[src/design/pgh_pkg.sv]
// ----------------------------------------------------------------------------
// pgh_pkg
// Shared types, widths, codes and reset values of the pressure gauge block.
// ----------------------------------------------------------------------------
`default_nettype none

package pgh_pkg;

    // history ring and bar geometry (ring depth is a power of two)
    localparam int HISTORY_DEPTH = 128;
    localparam int HIST_AW       = $clog2(HISTORY_DEPTH);
    localparam int BAR_WIDTH     = 128;
    localparam int BAR_BITS      = $clog2(BAR_WIDTH + 1);

    // field widths
    localparam int ADC_W   = 10;
    localparam int SCALE_W = 16;
    localparam int P_W     = 14;
    localparam int GT_W    = 6;
    localparam int GH_W    = 6;
    localparam int IDX_W   = 7;
    localparam int LVL_W   = 2;
    localparam int BAR_W   = 8;
    localparam int COLX_W  = 8;
    localparam int ROW_W   = 7;

    // signed product of (adc - zero) and the scale, with headroom for the offset
    localparam int PROD_W  = ADC_W + 1 + SCALE_W + 1;

    // shared divider: dividend is pressure * BAR_WIDTH or entry * graph height
    localparam int DIVD_W  = (P_W + BAR_BITS > P_W + GH_W) ? P_W + BAR_BITS : P_W + GH_W;
    localparam int CNT_W   = $clog2(DIVD_W + 1);

    localparam logic [P_W-1:0] P_MAX = {P_W{1'b1}};

    // configuration port
    localparam int CFG_AW = 3;
    localparam int CFG_DW = 16;

    localparam logic [CFG_AW-1:0] CFG_ADC_ZERO     = 3'd0;
    localparam logic [CFG_AW-1:0] CFG_SCALE_Q8     = 3'd1;
    localparam logic [CFG_AW-1:0] CFG_ATMOS_OFFSET = 3'd2;
    localparam logic [CFG_AW-1:0] CFG_IDLE_LIMIT   = 3'd3;
    localparam logic [CFG_AW-1:0] CFG_HIGH_LIMIT   = 3'd4;
    localparam logic [CFG_AW-1:0] CFG_GRAPH_TOP    = 3'd5;
    localparam logic [CFG_AW-1:0] CFG_GRAPH_HEIGHT = 3'd6;

    // register reset values
    localparam logic [ADC_W-1:0]   RST_ADC_ZERO     = 10'd102;
    localparam logic [SCALE_W-1:0] RST_SCALE_Q8     = 16'd4376;
    localparam logic [P_W-1:0]     RST_ATMOS_OFFSET = 14'd1470;
    localparam logic [P_W-1:0]     RST_IDLE_LIMIT   = 14'd7000;
    localparam logic [P_W-1:0]     RST_HIGH_LIMIT   = 14'd11000;
    localparam logic [GT_W-1:0]    RST_GRAPH_TOP    = 6'd32;
    localparam logic [GH_W-1:0]    RST_GRAPH_HEIGHT = 6'd31;

    // item commands
    localparam logic CMD_SAMPLE = 1'b0;
    localparam logic CMD_COLUMN = 1'b1;

    // level classes
    localparam logic [LVL_W-1:0] LEVEL_IDLE   = 2'd0;
    localparam logic [LVL_W-1:0] LEVEL_NORMAL = 2'd1;
    localparam logic [LVL_W-1:0] LEVEL_HIGH   = 2'd2;

    typedef struct packed {
        logic             cmd;
        logic [ADC_W-1:0] adc_sample;
        logic [IDX_W-1:0] column_index;
    } in_item_t;

    typedef struct packed {
        logic [P_W-1:0]    pressure;
        logic [LVL_W-1:0]  level;
        logic [P_W-1:0]    peak;
        logic [BAR_W-1:0]  bar_length;
        logic [COLX_W-1:0] column_x;
        logic [ROW_W-1:0]  top_row;
        logic [ROW_W-1:0]  span;
    } out_item_t;

    typedef enum logic [2:0] {
        ST_IDLE,
        ST_MUL,
        ST_CLAMP,
        ST_STORE,
        ST_READ,
        ST_FETCH,
        ST_DIV,
        ST_OUT
    } pgh_state_t;

endpackage

`default_nettype wire

[src/design/pressure_gauge_history_graph_top.sv]
// ----------------------------------------------------------------------------
// pressure_gauge_history_graph_top
// Pressure gauge with peak, level class, bar length and sparkline history.
// ----------------------------------------------------------------------------
// Usage:
//   s_* carries items: cmd 0 is a converter sample, cmd 1 asks for one
//   sparkline column at column_index, 1 being the newest sample, 2 the one before.
//   m_* returns one result beat per item: pressure, level, peak and bar
//   length always, column fields for column items (zero for samples).
//   cfg_* writes a register by index; it is always ready and is to be used
//   only while no item is in flight.
// Sequence:
//   a sample passes multiply, clamp, store, 22 divide steps plus one to take
//   the quotient, and the output load; a column item passes ram read and fetch
//   instead of multiply, clamp and store. The shared 22-step divider is the
//   longest part; s_ready is low while an item is being worked on and returns
//   in the cycle after the result is loaded, so the block takes no new item
//   before it is through with the last one.
// Reset:
//   registers return to their defaults, history reads as zero, peak is zero.
// Stall:
//   a result waits in the output register; the next item is taken and worked
//   on meanwhile and its result holds until the register drains.
// ----------------------------------------------------------------------------
`default_nettype none

module pressure_gauge_history_graph_top (
    input  wire logic                       aclk,
    input  wire logic                       aresetn,
    input  wire logic                       s_valid,
    output logic                            s_ready,
    input  wire pgh_pkg::in_item_t          s_data,
    output logic                            m_valid,
    input  wire logic                       m_ready,
    output pgh_pkg::out_item_t              m_data,
    input  wire logic                       cfg_valid,
    output logic                            cfg_ready,
    input  wire logic [pgh_pkg::CFG_AW-1:0] cfg_addr,
    input  wire logic [pgh_pkg::CFG_DW-1:0] cfg_data
);

    import pgh_pkg::*;

    // configuration registers
    logic [ADC_W-1:0]   adc_zero_reg;
    logic [SCALE_W-1:0] scale_q8_reg;
    logic [P_W-1:0]     atmos_offset_reg;
    logic [P_W-1:0]     idle_limit_reg;
    logic [P_W-1:0]     high_limit_reg;
    logic [GT_W-1:0]    graph_top_reg;
    logic [GH_W-1:0]    graph_height_reg;

    // sequencer and item state
    pgh_state_t         state_reg, state_next;
    in_item_t           item_reg;
    logic signed [PROD_W-1:0] prod_reg;
    logic [P_W-1:0]     p_reg;
    logic [P_W-1:0]     last_p_reg;
    logic [P_W-1:0]     peak_reg;
    logic [BAR_W-1:0]   bar_reg;
    logic [GH_W-1:0]    q_reg;
    logic               dzero_reg;
    logic [HIST_AW-1:0] wp_reg;
    logic [HISTORY_DEPTH-1:0] hvld_reg;
    logic               rvld_reg;
    logic               m_valid_reg;
    out_item_t          m_data_reg;

    // sequencer outputs
    logic               item_take;
    logic               mul_en;
    logic               clamp_en;
    logic               store_en;
    logic               read_en;
    logic               fetch_en;
    logic               div_take;
    logic               out_load;

    // datapath nets
    logic signed [ADC_W:0]    diff_s;
    logic signed [PROD_W-1:0] acc_s;
    logic [P_W-1:0]     p_clamped;
    logic [P_W-1:0]     peak_new;
    logic [HIST_AW-1:0] rd_addr;
    logic [P_W-1:0]     ram_rdata;
    logic [P_W-1:0]     entry;
    logic               div_start;
    logic [DIVD_W-1:0]  div_dividend;
    logic [P_W-1:0]     div_divisor;
    logic               div_done;
    logic [DIVD_W-1:0]  div_quo;
    logic [BAR_W-1:0]   bar_sat;
    logic [GH_W-1:0]    q_sat;
    logic [LVL_W-1:0]   level_now;
    out_item_t          result;

    assign cfg_ready = 1'b1;

    // configuration writes, unknown indexes dropped
    always_ff @(posedge aclk) begin
        if (!aresetn) begin
            adc_zero_reg     <= RST_ADC_ZERO;
            scale_q8_reg     <= RST_SCALE_Q8;
            atmos_offset_reg <= RST_ATMOS_OFFSET;
            idle_limit_reg   <= RST_IDLE_LIMIT;
            high_limit_reg   <= RST_HIGH_LIMIT;
            graph_top_reg    <= RST_GRAPH_TOP;
            graph_height_reg <= RST_GRAPH_HEIGHT;
        end else if (cfg_valid && cfg_ready) begin
            unique case (cfg_addr)
                CFG_ADC_ZERO:     adc_zero_reg     <= cfg_data[ADC_W-1:0];
                CFG_SCALE_Q8:     scale_q8_reg     <= cfg_data[SCALE_W-1:0];
                CFG_ATMOS_OFFSET: atmos_offset_reg <= cfg_data[P_W-1:0];
                CFG_IDLE_LIMIT:   idle_limit_reg   <= cfg_data[P_W-1:0];
                CFG_HIGH_LIMIT:   high_limit_reg   <= cfg_data[P_W-1:0];
                CFG_GRAPH_TOP:    graph_top_reg    <= cfg_data[GT_W-1:0];
                CFG_GRAPH_HEIGHT: graph_height_reg <= cfg_data[GH_W-1:0];
                default: ;
            endcase
        end
    end

    // state register
    always_ff @(posedge aclk) begin
        if (!aresetn) begin
            state_reg <= ST_IDLE;
        end else begin
            state_reg <= state_next;
        end
    end

    // next state and step enables
    always_comb begin
        state_next = state_reg;
        s_ready    = 1'b0;
        item_take  = 1'b0;
        mul_en     = 1'b0;
        clamp_en   = 1'b0;
        store_en   = 1'b0;
        read_en    = 1'b0;
        fetch_en   = 1'b0;
        div_take   = 1'b0;
        out_load   = 1'b0;
        unique case (state_reg)
            ST_IDLE: begin
                s_ready = 1'b1;
                if (s_valid) begin
                    item_take  = 1'b1;
                    state_next = (s_data.cmd == CMD_SAMPLE) ? ST_MUL : ST_READ;
                end
            end
            ST_MUL: begin
                mul_en     = 1'b1;
                state_next = ST_CLAMP;
            end
            ST_CLAMP: begin
                clamp_en   = 1'b1;
                state_next = ST_STORE;
            end
            ST_STORE: begin
                store_en   = 1'b1;
                state_next = ST_DIV;
            end
            ST_READ: begin
                read_en    = 1'b1;
                state_next = ST_FETCH;
            end
            ST_FETCH: begin
                fetch_en   = 1'b1;
                state_next = ST_DIV;
            end
            ST_DIV: begin
                if (div_done) begin
                    div_take   = 1'b1;
                    state_next = ST_OUT;
                end
            end
            ST_OUT: begin
                if (!m_valid_reg || m_ready) begin
                    out_load   = 1'b1;
                    state_next = ST_IDLE;
                end
            end
            default: state_next = ST_IDLE;
        endcase
    end

    // scaling: (adc - zero) * scale - offset * 256, then shift and clamp
    always_comb begin
        diff_s = $signed({1'b0, item_reg.adc_sample}) - $signed({1'b0, adc_zero_reg});
        acc_s  = prod_reg - $signed({{(PROD_W - P_W - 8){1'b0}}, atmos_offset_reg, 8'd0});
        if (acc_s <= 0) begin
            p_clamped = '0;
        end else if (|acc_s[PROD_W-1:P_W+8]) begin
            p_clamped = P_MAX;
        end else begin
            p_clamped = acc_s[P_W+7:8];
        end
        peak_new = (p_reg > peak_reg) ? p_reg : peak_reg;
    end

    // history lookup address and entry, unwritten entries read as zero
    assign rd_addr = item_reg.column_index[HIST_AW-1:0] + wp_reg;
    assign entry   = rvld_reg ? ram_rdata : '0;

    // divider operands: bar from a sample, column height from a lookup
    always_comb begin
        div_start    = store_en || fetch_en;
        div_dividend = DIVD_W'(entry) * DIVD_W'(graph_height_reg);
        div_divisor  = peak_reg;
        if (store_en) begin
            div_dividend = DIVD_W'(p_reg) * DIVD_W'(BAR_WIDTH);
            div_divisor  = peak_new;
        end
    end

    // quotient saturation
    always_comb begin
        bar_sat = (|div_quo[DIVD_W-1:BAR_W]) ? {BAR_W{1'b1}} : div_quo[BAR_W-1:0];
        q_sat   = (div_quo > DIVD_W'(graph_height_reg)) ? graph_height_reg : div_quo[GH_W-1:0];
    end

    // control state of the item path
    always_ff @(posedge aclk) begin
        if (!aresetn) begin
            wp_reg     <= HIST_AW'(HISTORY_DEPTH - 1);
            hvld_reg   <= '0;
            peak_reg   <= '0;
            last_p_reg <= '0;
            bar_reg    <= '0;
        end else if (store_en) begin
            wp_reg           <= (wp_reg == '0) ? HIST_AW'(HISTORY_DEPTH - 1) : wp_reg - 1'b1;
            hvld_reg[wp_reg] <= 1'b1;
            peak_reg         <= peak_new;
            last_p_reg       <= p_reg;
        end else if (div_take && item_reg.cmd == CMD_SAMPLE) begin
            bar_reg <= dzero_reg ? '0 : bar_sat;
        end
    end

    // item payload registers
    always_ff @(posedge aclk) begin
        if (item_take) begin
            item_reg <= s_data;
        end
        if (mul_en) begin
            prod_reg <= PROD_W'(diff_s * $signed({1'b0, scale_q8_reg}));
        end
        if (clamp_en) begin
            p_reg <= p_clamped;
        end
        if (read_en) begin
            rvld_reg <= hvld_reg[rd_addr];
        end
        if (store_en) begin
            dzero_reg <= (peak_new == '0);
        end else if (fetch_en) begin
            dzero_reg <= (peak_reg == '0);
        end
        if (div_take && item_reg.cmd == CMD_COLUMN) begin
            q_reg <= dzero_reg ? '0 : q_sat;
        end
    end

    // history ring
    pgh_ram #(
        .WIDTH (P_W),
        .DEPTH (HISTORY_DEPTH)
    ) u_hist (
        .aclk  (aclk),
        .we    (store_en),
        .waddr (wp_reg),
        .wdata (p_reg),
        .raddr (rd_addr),
        .rdata (ram_rdata)
    );

    // shared divider
    pgh_div u_div (
        .aclk     (aclk),
        .aresetn  (aresetn),
        .start    (div_start),
        .dividend (div_dividend),
        .divisor  (div_divisor),
        .done     (div_done),
        .quotient (div_quo)
    );

    // result assembly
    always_comb begin
        if (last_p_reg < idle_limit_reg) begin
            level_now = LEVEL_IDLE;
        end else if (last_p_reg < high_limit_reg) begin
            level_now = LEVEL_NORMAL;
        end else begin
            level_now = LEVEL_HIGH;
        end
        result            = '0;
        result.pressure   = last_p_reg;
        result.level      = level_now;
        result.peak       = peak_reg;
        result.bar_length = bar_reg;
        if (item_reg.cmd == CMD_COLUMN) begin
            result.column_x = COLX_W'(BAR_WIDTH) - COLX_W'(item_reg.column_index);
            result.top_row  = ROW_W'(graph_top_reg) + ROW_W'(graph_height_reg)
                            - ROW_W'(q_reg);
            result.span     = (q_reg != '0) ? ROW_W'(q_reg) + ROW_W'(1) : ROW_W'(1);
        end
    end

    // output register, holds a beat until taken
    always_ff @(posedge aclk) begin
        if (!aresetn) begin
            m_valid_reg <= 1'b0;
        end else if (out_load) begin
            m_valid_reg <= 1'b1;
        end else if (m_ready) begin
            m_valid_reg <= 1'b0;
        end
    end

    always_ff @(posedge aclk) begin
        if (out_load) begin
            m_data_reg <= result;
        end
    end

    assign m_valid = m_valid_reg;
    assign m_data  = m_data_reg;

endmodule

`default_nettype wire

[src/design/pgh_ram.sv]
// ----------------------------------------------------------------------------
// pgh_ram
// Generic single write port, single read port RAM with registered read data.
// ----------------------------------------------------------------------------
`default_nettype none

module pgh_ram #(
    parameter int WIDTH = 14,
    parameter int DEPTH = 128
) (
    input  wire logic                     aclk,
    input  wire logic                     we,
    input  wire logic [$clog2(DEPTH)-1:0] waddr,
    input  wire logic [WIDTH-1:0]         wdata,
    input  wire logic [$clog2(DEPTH)-1:0] raddr,
    output logic      [WIDTH-1:0]         rdata
);

    logic [WIDTH-1:0] mem [DEPTH];

    // write port and registered read port
    always_ff @(posedge aclk) begin
        if (we) begin
            mem[waddr] <= wdata;
        end
        rdata <= mem[raddr];
    end

endmodule

`default_nettype wire

[src/design/pgh_div.sv]
// ----------------------------------------------------------------------------
// pgh_div
// Shared restoring divider, one quotient bit per cycle.
// ----------------------------------------------------------------------------
`default_nettype none

module pgh_div (
    input  wire logic                       aclk,
    input  wire logic                       aresetn,
    input  wire logic                       start,
    input  wire logic [pgh_pkg::DIVD_W-1:0] dividend,
    input  wire logic [pgh_pkg::P_W-1:0]    divisor,
    output logic                            done,
    output logic      [pgh_pkg::DIVD_W-1:0] quotient
);

    import pgh_pkg::*;

    logic              busy_reg;
    logic              done_reg;
    logic [CNT_W-1:0]  cnt_reg;
    logic [P_W-1:0]    rem_reg;
    logic [P_W-1:0]    dvs_reg;
    logic [DIVD_W-1:0] quo_reg;

    logic [P_W:0]      shifted;
    logic              ge;
    logic [P_W:0]      diff;
    logic [P_W-1:0]    rem_next;
    logic [DIVD_W-1:0] quo_next;

    // one trial subtraction per cycle
    always_comb begin
        shifted  = {rem_reg, quo_reg[DIVD_W-1]};
        ge       = shifted >= {1'b0, dvs_reg};
        diff     = shifted - {1'b0, dvs_reg};
        rem_next = ge ? diff[P_W-1:0] : shifted[P_W-1:0];
        quo_next = {quo_reg[DIVD_W-2:0], ge};
    end

    // control
    always_ff @(posedge aclk) begin
        if (!aresetn) begin
            busy_reg <= 1'b0;
            done_reg <= 1'b0;
            cnt_reg  <= '0;
        end else if (start) begin
            busy_reg <= 1'b1;
            done_reg <= 1'b0;
            cnt_reg  <= CNT_W'(DIVD_W);
        end else if (busy_reg) begin
            cnt_reg  <= cnt_reg - 1'b1;
            busy_reg <= (cnt_reg != CNT_W'(1));
            done_reg <= (cnt_reg == CNT_W'(1));
        end else begin
            done_reg <= 1'b0;
        end
    end

    // datapath
    always_ff @(posedge aclk) begin
        if (start) begin
            rem_reg <= '0;
            dvs_reg <= divisor;
            quo_reg <= dividend;
        end else if (busy_reg) begin
            rem_reg <= rem_next;
            quo_reg <= quo_next;
        end
    end

    assign done     = done_reg;
    assign quotient = quo_reg;

endmodule

`default_nettype wire
[config.mk]
export PLATFORM = sky130hd
export DESIGN_NAME = pressure_gauge_history_graph_top
export DESIGN_NICKNAME = d
export VERILOG_FILES = /design/src/design/pgh_pkg.sv /design/src/design/pressure_gauge_history_graph_top.sv /design/src/design/pgh_ram.sv /design/src/design/pgh_div.sv
export SDC_FILE = /design/constraint.sdc
export NUM_CORES = 2
export LEC_CHECK = 0
export ABC_AREA = 1
export BUFFER_PORTS_ARGS = -buffer_cell sky130_fd_sc_hd__buf_2
export CAP_MARGIN = 20
export CELL_PAD_IN_SITES_DETAIL_PLACEMENT = 2
export CELL_PAD_IN_SITES_GLOBAL_PLACEMENT = 2
export CORE_UTILIZATION = 46
export CTS_BUF_LIST = sky130_fd_sc_hd__clkbuf_16
export CTS_CLUSTER_DIAMETER = 80
export DETAILED_ROUTE_END_ITERATION = 6
export GPL_TIMING_DRIVEN = 0
export PLACE_DENSITY_LB_ADDON = 0.1
export SYNTH_ARGS = -nofsm -noshare
export SYNTH_HDL_FRONTEND = slang
export SYNTH_SLANG_ARGS = --single-unit
export TNS_END_PERCENT = 10
[constraint.sdc]
create_clock -name aclk -period 18.3 [get_ports aclk]
set_clock_uncertainty 0.2 [all_clocks]
set_input_delay 0.915 -clock aclk [delete_from_list [all_inputs] [get_ports aclk]]
set_output_delay 0.915 -clock aclk [all_outputs]
set_load 0.02 [all_outputs]
* After elaboration in Yosys (flattened, before gate mapping) *
Memory sizes are Yosys's and may differ from the RTL's. A register that Yosys moved wholly into a read port is not among the register bits.
Index checks and enable logic that the tools add are counted.

word-level totals
  flip-flop bits (word level) = 440
  output and inout bits = 63
  word-level logic and storage cells = 157
  bits of input ports = 42
  memory bits (writable) = 1792
  memories kept = 1

cells by class
  reduce and logical (&&, ||, !) cells = 30
  order comparisons = 9
  eq/ne operators = 18
  bitwise gates (word level) = 5
  muxes and demuxes = 45
  add/subtract/negate cells = 10
  multiply operators = 2

memories
  name        depth  width  read ports  clocked after Yosys merged registers in  write ports  RTL line       text
  u_hist.mem  128    14     1           1                                        1            pgh_ram.sv:19  logic [WIDTH-1:0] mem [DEPTH];

operators with widths
  kind                   count
  $or A128 B128 Y128     1
  $mux W14               5
  $mux W22               2
  $le A28 B1 Y1 const B  1
  $logic_not A14 Y1      2
  $lt A14 B14 Y1         2
  $mul A11 B17 Y28       1
  $sub A28 B23 Y28       1
  $mux W1                23
  $gt A22 B6 Y1          1
  $eq A3 B3 Y1 const B   7
  $mux W21               1
  $pmux W3 S7            1
  $mul A14 B6 Y20        1
  $reduce_and A2 Y1      9
  $lt A7 B8 Y1 const B   2
  $mux W8                2
  $ge A15 B14 Y1         1
  $gt A14 B14 Y1         1
  $reduce_or A14 Y1      1
  $sub A14 B14 Y14       1
  $eq A3 B2 Y1 const B   4
  $mux W3                4
  $sub A10 B10 Y11       1
  other kinds (31)       44

* Longest topological paths before layout *
  word-level depth = 5
  mapped depth = 34
  depth with buffers taken out = 34

* Modules after synthesis *
Synthesis repeated with hierarchy kept, for this count alone.

second synthesis, totals
  cells, all modules = 9959
  area, all modules = 103040.1 um^2

by module, submodules not included
  module                            area each (um^2)  instances  cells each
  pgh_ram                           72853.6           1          6108
  pressure_gauge_history_graph_top  26725.6           1          3414
  pgh_div                           3460.8            1          437

* Worst setup path before layout *
Ideal clock, no wire load.

  path type = flip-flop to flip-flop
  start = register item_reg[7] in the netlist's numbering
  end = register prod_reg[22] (data pin)
  buffers on the path = 1
  slack = 12046 ps
  period minus slack after synthesis = 6254 ps
  arrival = 5794 ps
  cell stages (with the launch flop) = 31
  required time = 17840 ps
  path through = edfxtp_1 -> inv_1 -> ha_1 -> inv_1 -> fa_1 -> inv_1 -> o31ai_1 -> inv_1 -> o221ai_1 -> or2_2 -> nand2_1 -> clkbuf_1 -> nor2_1 -> fa_1 -> inv_1 -> fa_1 -> inv_1 -> fa_1 -> fa_1 -> inv_1 -> fa_1 -> inv_1 -> ha_1 -> a21oi_1 -> o21ai_0 -> a21o_1 -> a21oi_1 -> o21bai_1 -> nand2_1 -> nand2_1 -> xor2_1

between the ends
  word-level cells in the longest chain between the ends = 2

RTL lines
  element                   RTL line                                 text
  start: declaration        pressure_gauge_history_graph_top.sv:55   in_item_t item_reg;
  start signal: assignment  pressure_gauge_history_graph_top.sv:244  item_reg <= s_data;
  $sub A10 B10 Y11          pressure_gauge_history_graph_top.sv:190  diff_s = $signed({1'b0, item_reg.adc_sample}) - $signed({1'b0, adc_zero_reg});
  $mul A11 B17 Y28          pressure_gauge_history_graph_top.sv:247  prod_reg <= PROD_W'(diff_s * $signed({1'b0, scale_q8_reg}));
  end signal: assignment    pressure_gauge_history_graph_top.sv:247
  end: declaration          pressure_gauge_history_graph_top.sv:56   logic signed [PROD_W-1:0] prod_reg;

Every way passes these cells.
A chain may end at the register's enable or synchronous reset.

* Worst setup path after layout *
  start = register item_reg[7] in the netlist's numbering
  end = register prod_reg[18] (data pin)

The elaborated chain is that of the path after synthesis.

==> impl_metrics.csv <==
group,metric,value,unit
placed_design,port_buffers,102,
clocking,cts_buffers,238,
sta,drv_slew,0,
critical_path,worstReg2RegStart,"item_reg[7]$_DFFE_PP_",
route,wl_met3,52.2,mm
sta,fmax,0.122,GHz
sta,period_share,0.449,
synthesis,yosys_most_used_dff,"edfxtp_1",
synthesis,synth_area,100000,um^2
synthesis,yosys.area.top_type_share,0.586,
grt,grt_first_pass_wirelength,677,mm
critical_path,end_kind,"flop",
placed_design,post-dp-hpwl,312,mm
clocking,clk_root_buffer_cell,"clkbuf_16",
power,p_int,10.6,mW
power,power_leakage,42.9,nW
sta,setup_viol,0,
grt,grt_util_all_layers,0.433,
synthesis,syn_area_per_cell,10.9,um^2
outcome,violations,"DRC, capacitance limit",
clocking,cts_max_path_buffers,3,
critical_path,setup.worst_path.start,"item_reg[7]$_DFFE_PP_",
synthesis,ys_seq_area_frac,0.644,
synthesis,synth_enable_flop_cells,1956,
critical_path,cp_max_fo,10,
min_path,hp-class,"input pin to flop",
route,antenna_left,0,
critical_path,start_kind,"flop",
critical_path,r2r_cells,26,
critical_path,reg2reg_slack,10.09,ns
power,combPwrFrac,0.413,
clocking,cts_tree,"built",
synthesis,yosysWarningCount,0,
floorplanning,die_w,469,um
synthesis,yosysTopAreaCell,"edfxtp_1",
synthesis,synthCells,9194,
floorplanning,fp.dieH,469,um
critical_path,cp-endpoint,"prod_reg[18]$_DFFE_PP_",
placed_design,place_ws,10.59,ns
clocking,cts_max_level,4,
critical_path,worstPathRequired,18.70,ns
cells_and_area,drive_gt1_frac,0.0925,
critical_path,crit_type,"flop to flop",
power,seqPwrFrac,0.314,
power,swShare,0.436,
clocking,clkTransAtPathRegs,0.06,ns
route,wl_met1,176,mm
route,wire_per_inst,38.9,um
synthesis,synthArstFlopShare,0,
sta,setup_tns,0,ns
grt,overflow,0,
power,switchingPower,8.22,mW
cells_and_area,syn_to_final_growth,16.1,%
clocking,clock_sinks,2246,
route,drcViolationCount,18,
grt,grt_pass1_vias,90300,
placed_design,gp_congestion,0.959,
route,drt_first_pass_iters,7,
synthesis,synth.distinct_cells,52,
synthesis,synth_nets,9634,
critical_path,arrival,8.62,ns
route,wl_met2,229,mm
clocking,clock_latency,0.93,ns
sta,fin_crit,8.21,ns
grt,grt_max_degree,35,
floorplanning,core,215000,um^2
critical_path,reg2reg_to,"prod_reg[18]$_DFFE_PP_",
clocking,ctsResizeCount,0,
critical_path,slowest_delay,0.81,ns
route,dr.max_layer_used,"met5",
flow_run,cap_violations,1,
sta,setup_slack,10.09,ns
synthesis,yosys-top-cells-area,"edfxtp_1, nor2_1, dfxtp_1",
critical_path,path_common_cell,"inv_1",
power,power_density,162,nW/um^2
sta,hold_violations,0,
cells_and_area,largest_reg_flops,1792,
sta,rsz0062_at_grt,"no",
synthesis,ys_seq_elements,2246,
route,via_per_inst,6.69,
power,irDropWorstVdd,0.181,mV
route,vias,85800,
route,routed_wl,499,mm
sta,relSlewSlack,0.00710,
critical_path,crit_path_top_delay_cell,"o21ai_0",
clocking,post_cts_buffers,0,
floorplanning,rows,170,
route,first_iter_violations,11500,
floorplanning,pin_count,105,
sta,worst_slew_pin_slew,1.49,ns
outcome,status,"finished, violations left",
grt,grt_antenna_before_repair,45,
power,clockPowerShare,0.273,
cells_and_area,nNetsFinal,10200,
floorplanning,start_util,0.465,
floorplanning,fp.dieArea,220000,um^2
## per-stage QoR
step                      instances  utilization  hold WS [ns]  instance area, um^2  total power [mW]
after floorplan                9194            -         0.209               100000              9.99
after global placement        12100        0.484         0.220               104000              12.4
after detailed placement      12300        0.502         0.225               108000              13.0
after CTS                     12800        0.539         0.127               116000              18.2
after global routing          12800        0.540         0.197               116000              19.3
final                         12800        0.540         0.173               116000              18.9
## per-layer routing
metal  global-route usage  up-vias
li1                     -    33200
met1                0.519    44000
met2                0.692     6430
met3                0.108     2181
met4                0.291       44
met5                    0        -
## power groups by stage
| stage | combinational, mW | clock [mW] | sequential (mW) |
|---|---|---|---|
| 6_report | 7.80 | 5.15 | 5.92 |
| 4_1_cts | 7.31 | 5.02 | 5.91 |
| 3_3_place_gp | 6.21 | 0 | 6.21 |
| 3_5_place_dp | 6.97 | 0 | 6.02 |
| 5_1_grt | 8.09 | 5.25 | 5.92 |
| 2_1_floorplan | 3.95 | 0 | 6.05 |
## how the worst min path moves through the flow
stage | startpoint | endpoint | slack (ns) | cells after the start
after floorplan | bar_reg[0]$_SDFFE_PN0P_ | m_data[22]$_DFFE_PP_ | 0.21 | 0
after global placement | bar_reg[7]$_SDFFE_PN0P_ | m_data[29]$_DFFE_PP_ | 0.22 | 0
after detailed placement | bar_reg[3]$_SDFFE_PN0P_ | m_data[25]$_DFFE_PP_ | 0.23 | 0
after CTS | m_ready | m_valid$_SDFFE_PN0P_ | 0.13 | 4
after global routing | m_ready | m_valid$_SDFFE_PN0P_ | 0.20 | 4
final | m_ready | m_valid$_SDFFE_PN0P_ | 0.17 | 4
## synthesized netlist by cell type (all sizes together) (3+ instances only)
| cell type | instances |
|---|---|
| a211oi | 3 |
| a21o | 4 |
| a21oi | 213 |
| a31oi | 4 |
| and2 | 3 |
| buf | 158 |
| clkbuf | 349 |
| clkinv | 5 |
| dfxtp | 290 |
| edfxtp | 1956 |
| fa | 185 |
| ha | 213 |
| inv | 628 |
| nand2 | 1343 |
| nand3 | 379 |
| nand3b | 5 |
| nand4 | 22 |
| nor2 | 1622 |
| nor3 | 49 |
| nor4 | 8 |
| o211ai | 69 |
| o21a | 23 |
| o21ai | 1095 |
| o21bai | 12 |
| o221ai | 8 |
| o22ai | 469 |
| o31ai | 5 |
| or2 | 12 |
| xnor2 | 24 |
| xor2 | 29 |
## timing repair
action | 4_1_cts | 5_1_grt
hold buffers | 18 | 0
endpoints found under the setup margin | 0 | 0
endpoints found under the hold margin | 18 | 0
## layout by cell type, fill, tap and decap left out, types with 185 or more instances in the layout
cell / Yosys / routed
nand2_1: 1338 / 1338
inv_1: 609 / 664
o22ai_1: 469 / 469
fa_1: 185 / 185
edfxtp_1: 1956 / 1956
buf_2: 81 / 185
a21oi_1: 211 / 211
clkbuf_16: 0 / 247
dfxtp_1: 290 / 290
o21ai_0: 1045 / 1045
clkbuf_1: 348 / 338
nand3_1: 377 / 377
nor2_1: 1620 / 1528
ha_1: 213 / 213
## kinds of logic after synthesis
logic type / after synthesis / synth area share
XOR/XNOR: 53 / 0.00493
flip-flops: 2246 / 0.644
other: 1 / 0.0000374
AO/OA/AOI/OAI: 1911 / 0.105
adder cells (fa/ha/maj): 398 / 0.0635
buffers and inverters: 1140 / 0.0466
AND/OR/NAND/NOR: 3445 / 0.136
## cell type report
type,instances,area [um^2]
Clock buffer,247,6180
Multi-Input combinational cell,5808,31300
Fill cell,20700,99100
Inverter,633,2380
Clock inverter,208,1590
Sequential cell,2246,64500
Buffer,507,2310
Timing Repair Buffer,310,4490
Antenna cell,25,62.6
Tap cell,2838,3550
## worst max-delay path, delay by kind of cell (launching register included)
kind	cells	cell delay, ns
AOI/OAI and AO/OA	5	2.09
and+or+nand+nor	4	0.68
buffers and inverters	8	1.23
xor gates and xnor gates	1	0.15
DFF	1	0.36
adders and majority gates	8	3.16
(Power assumes the default switching activity.)
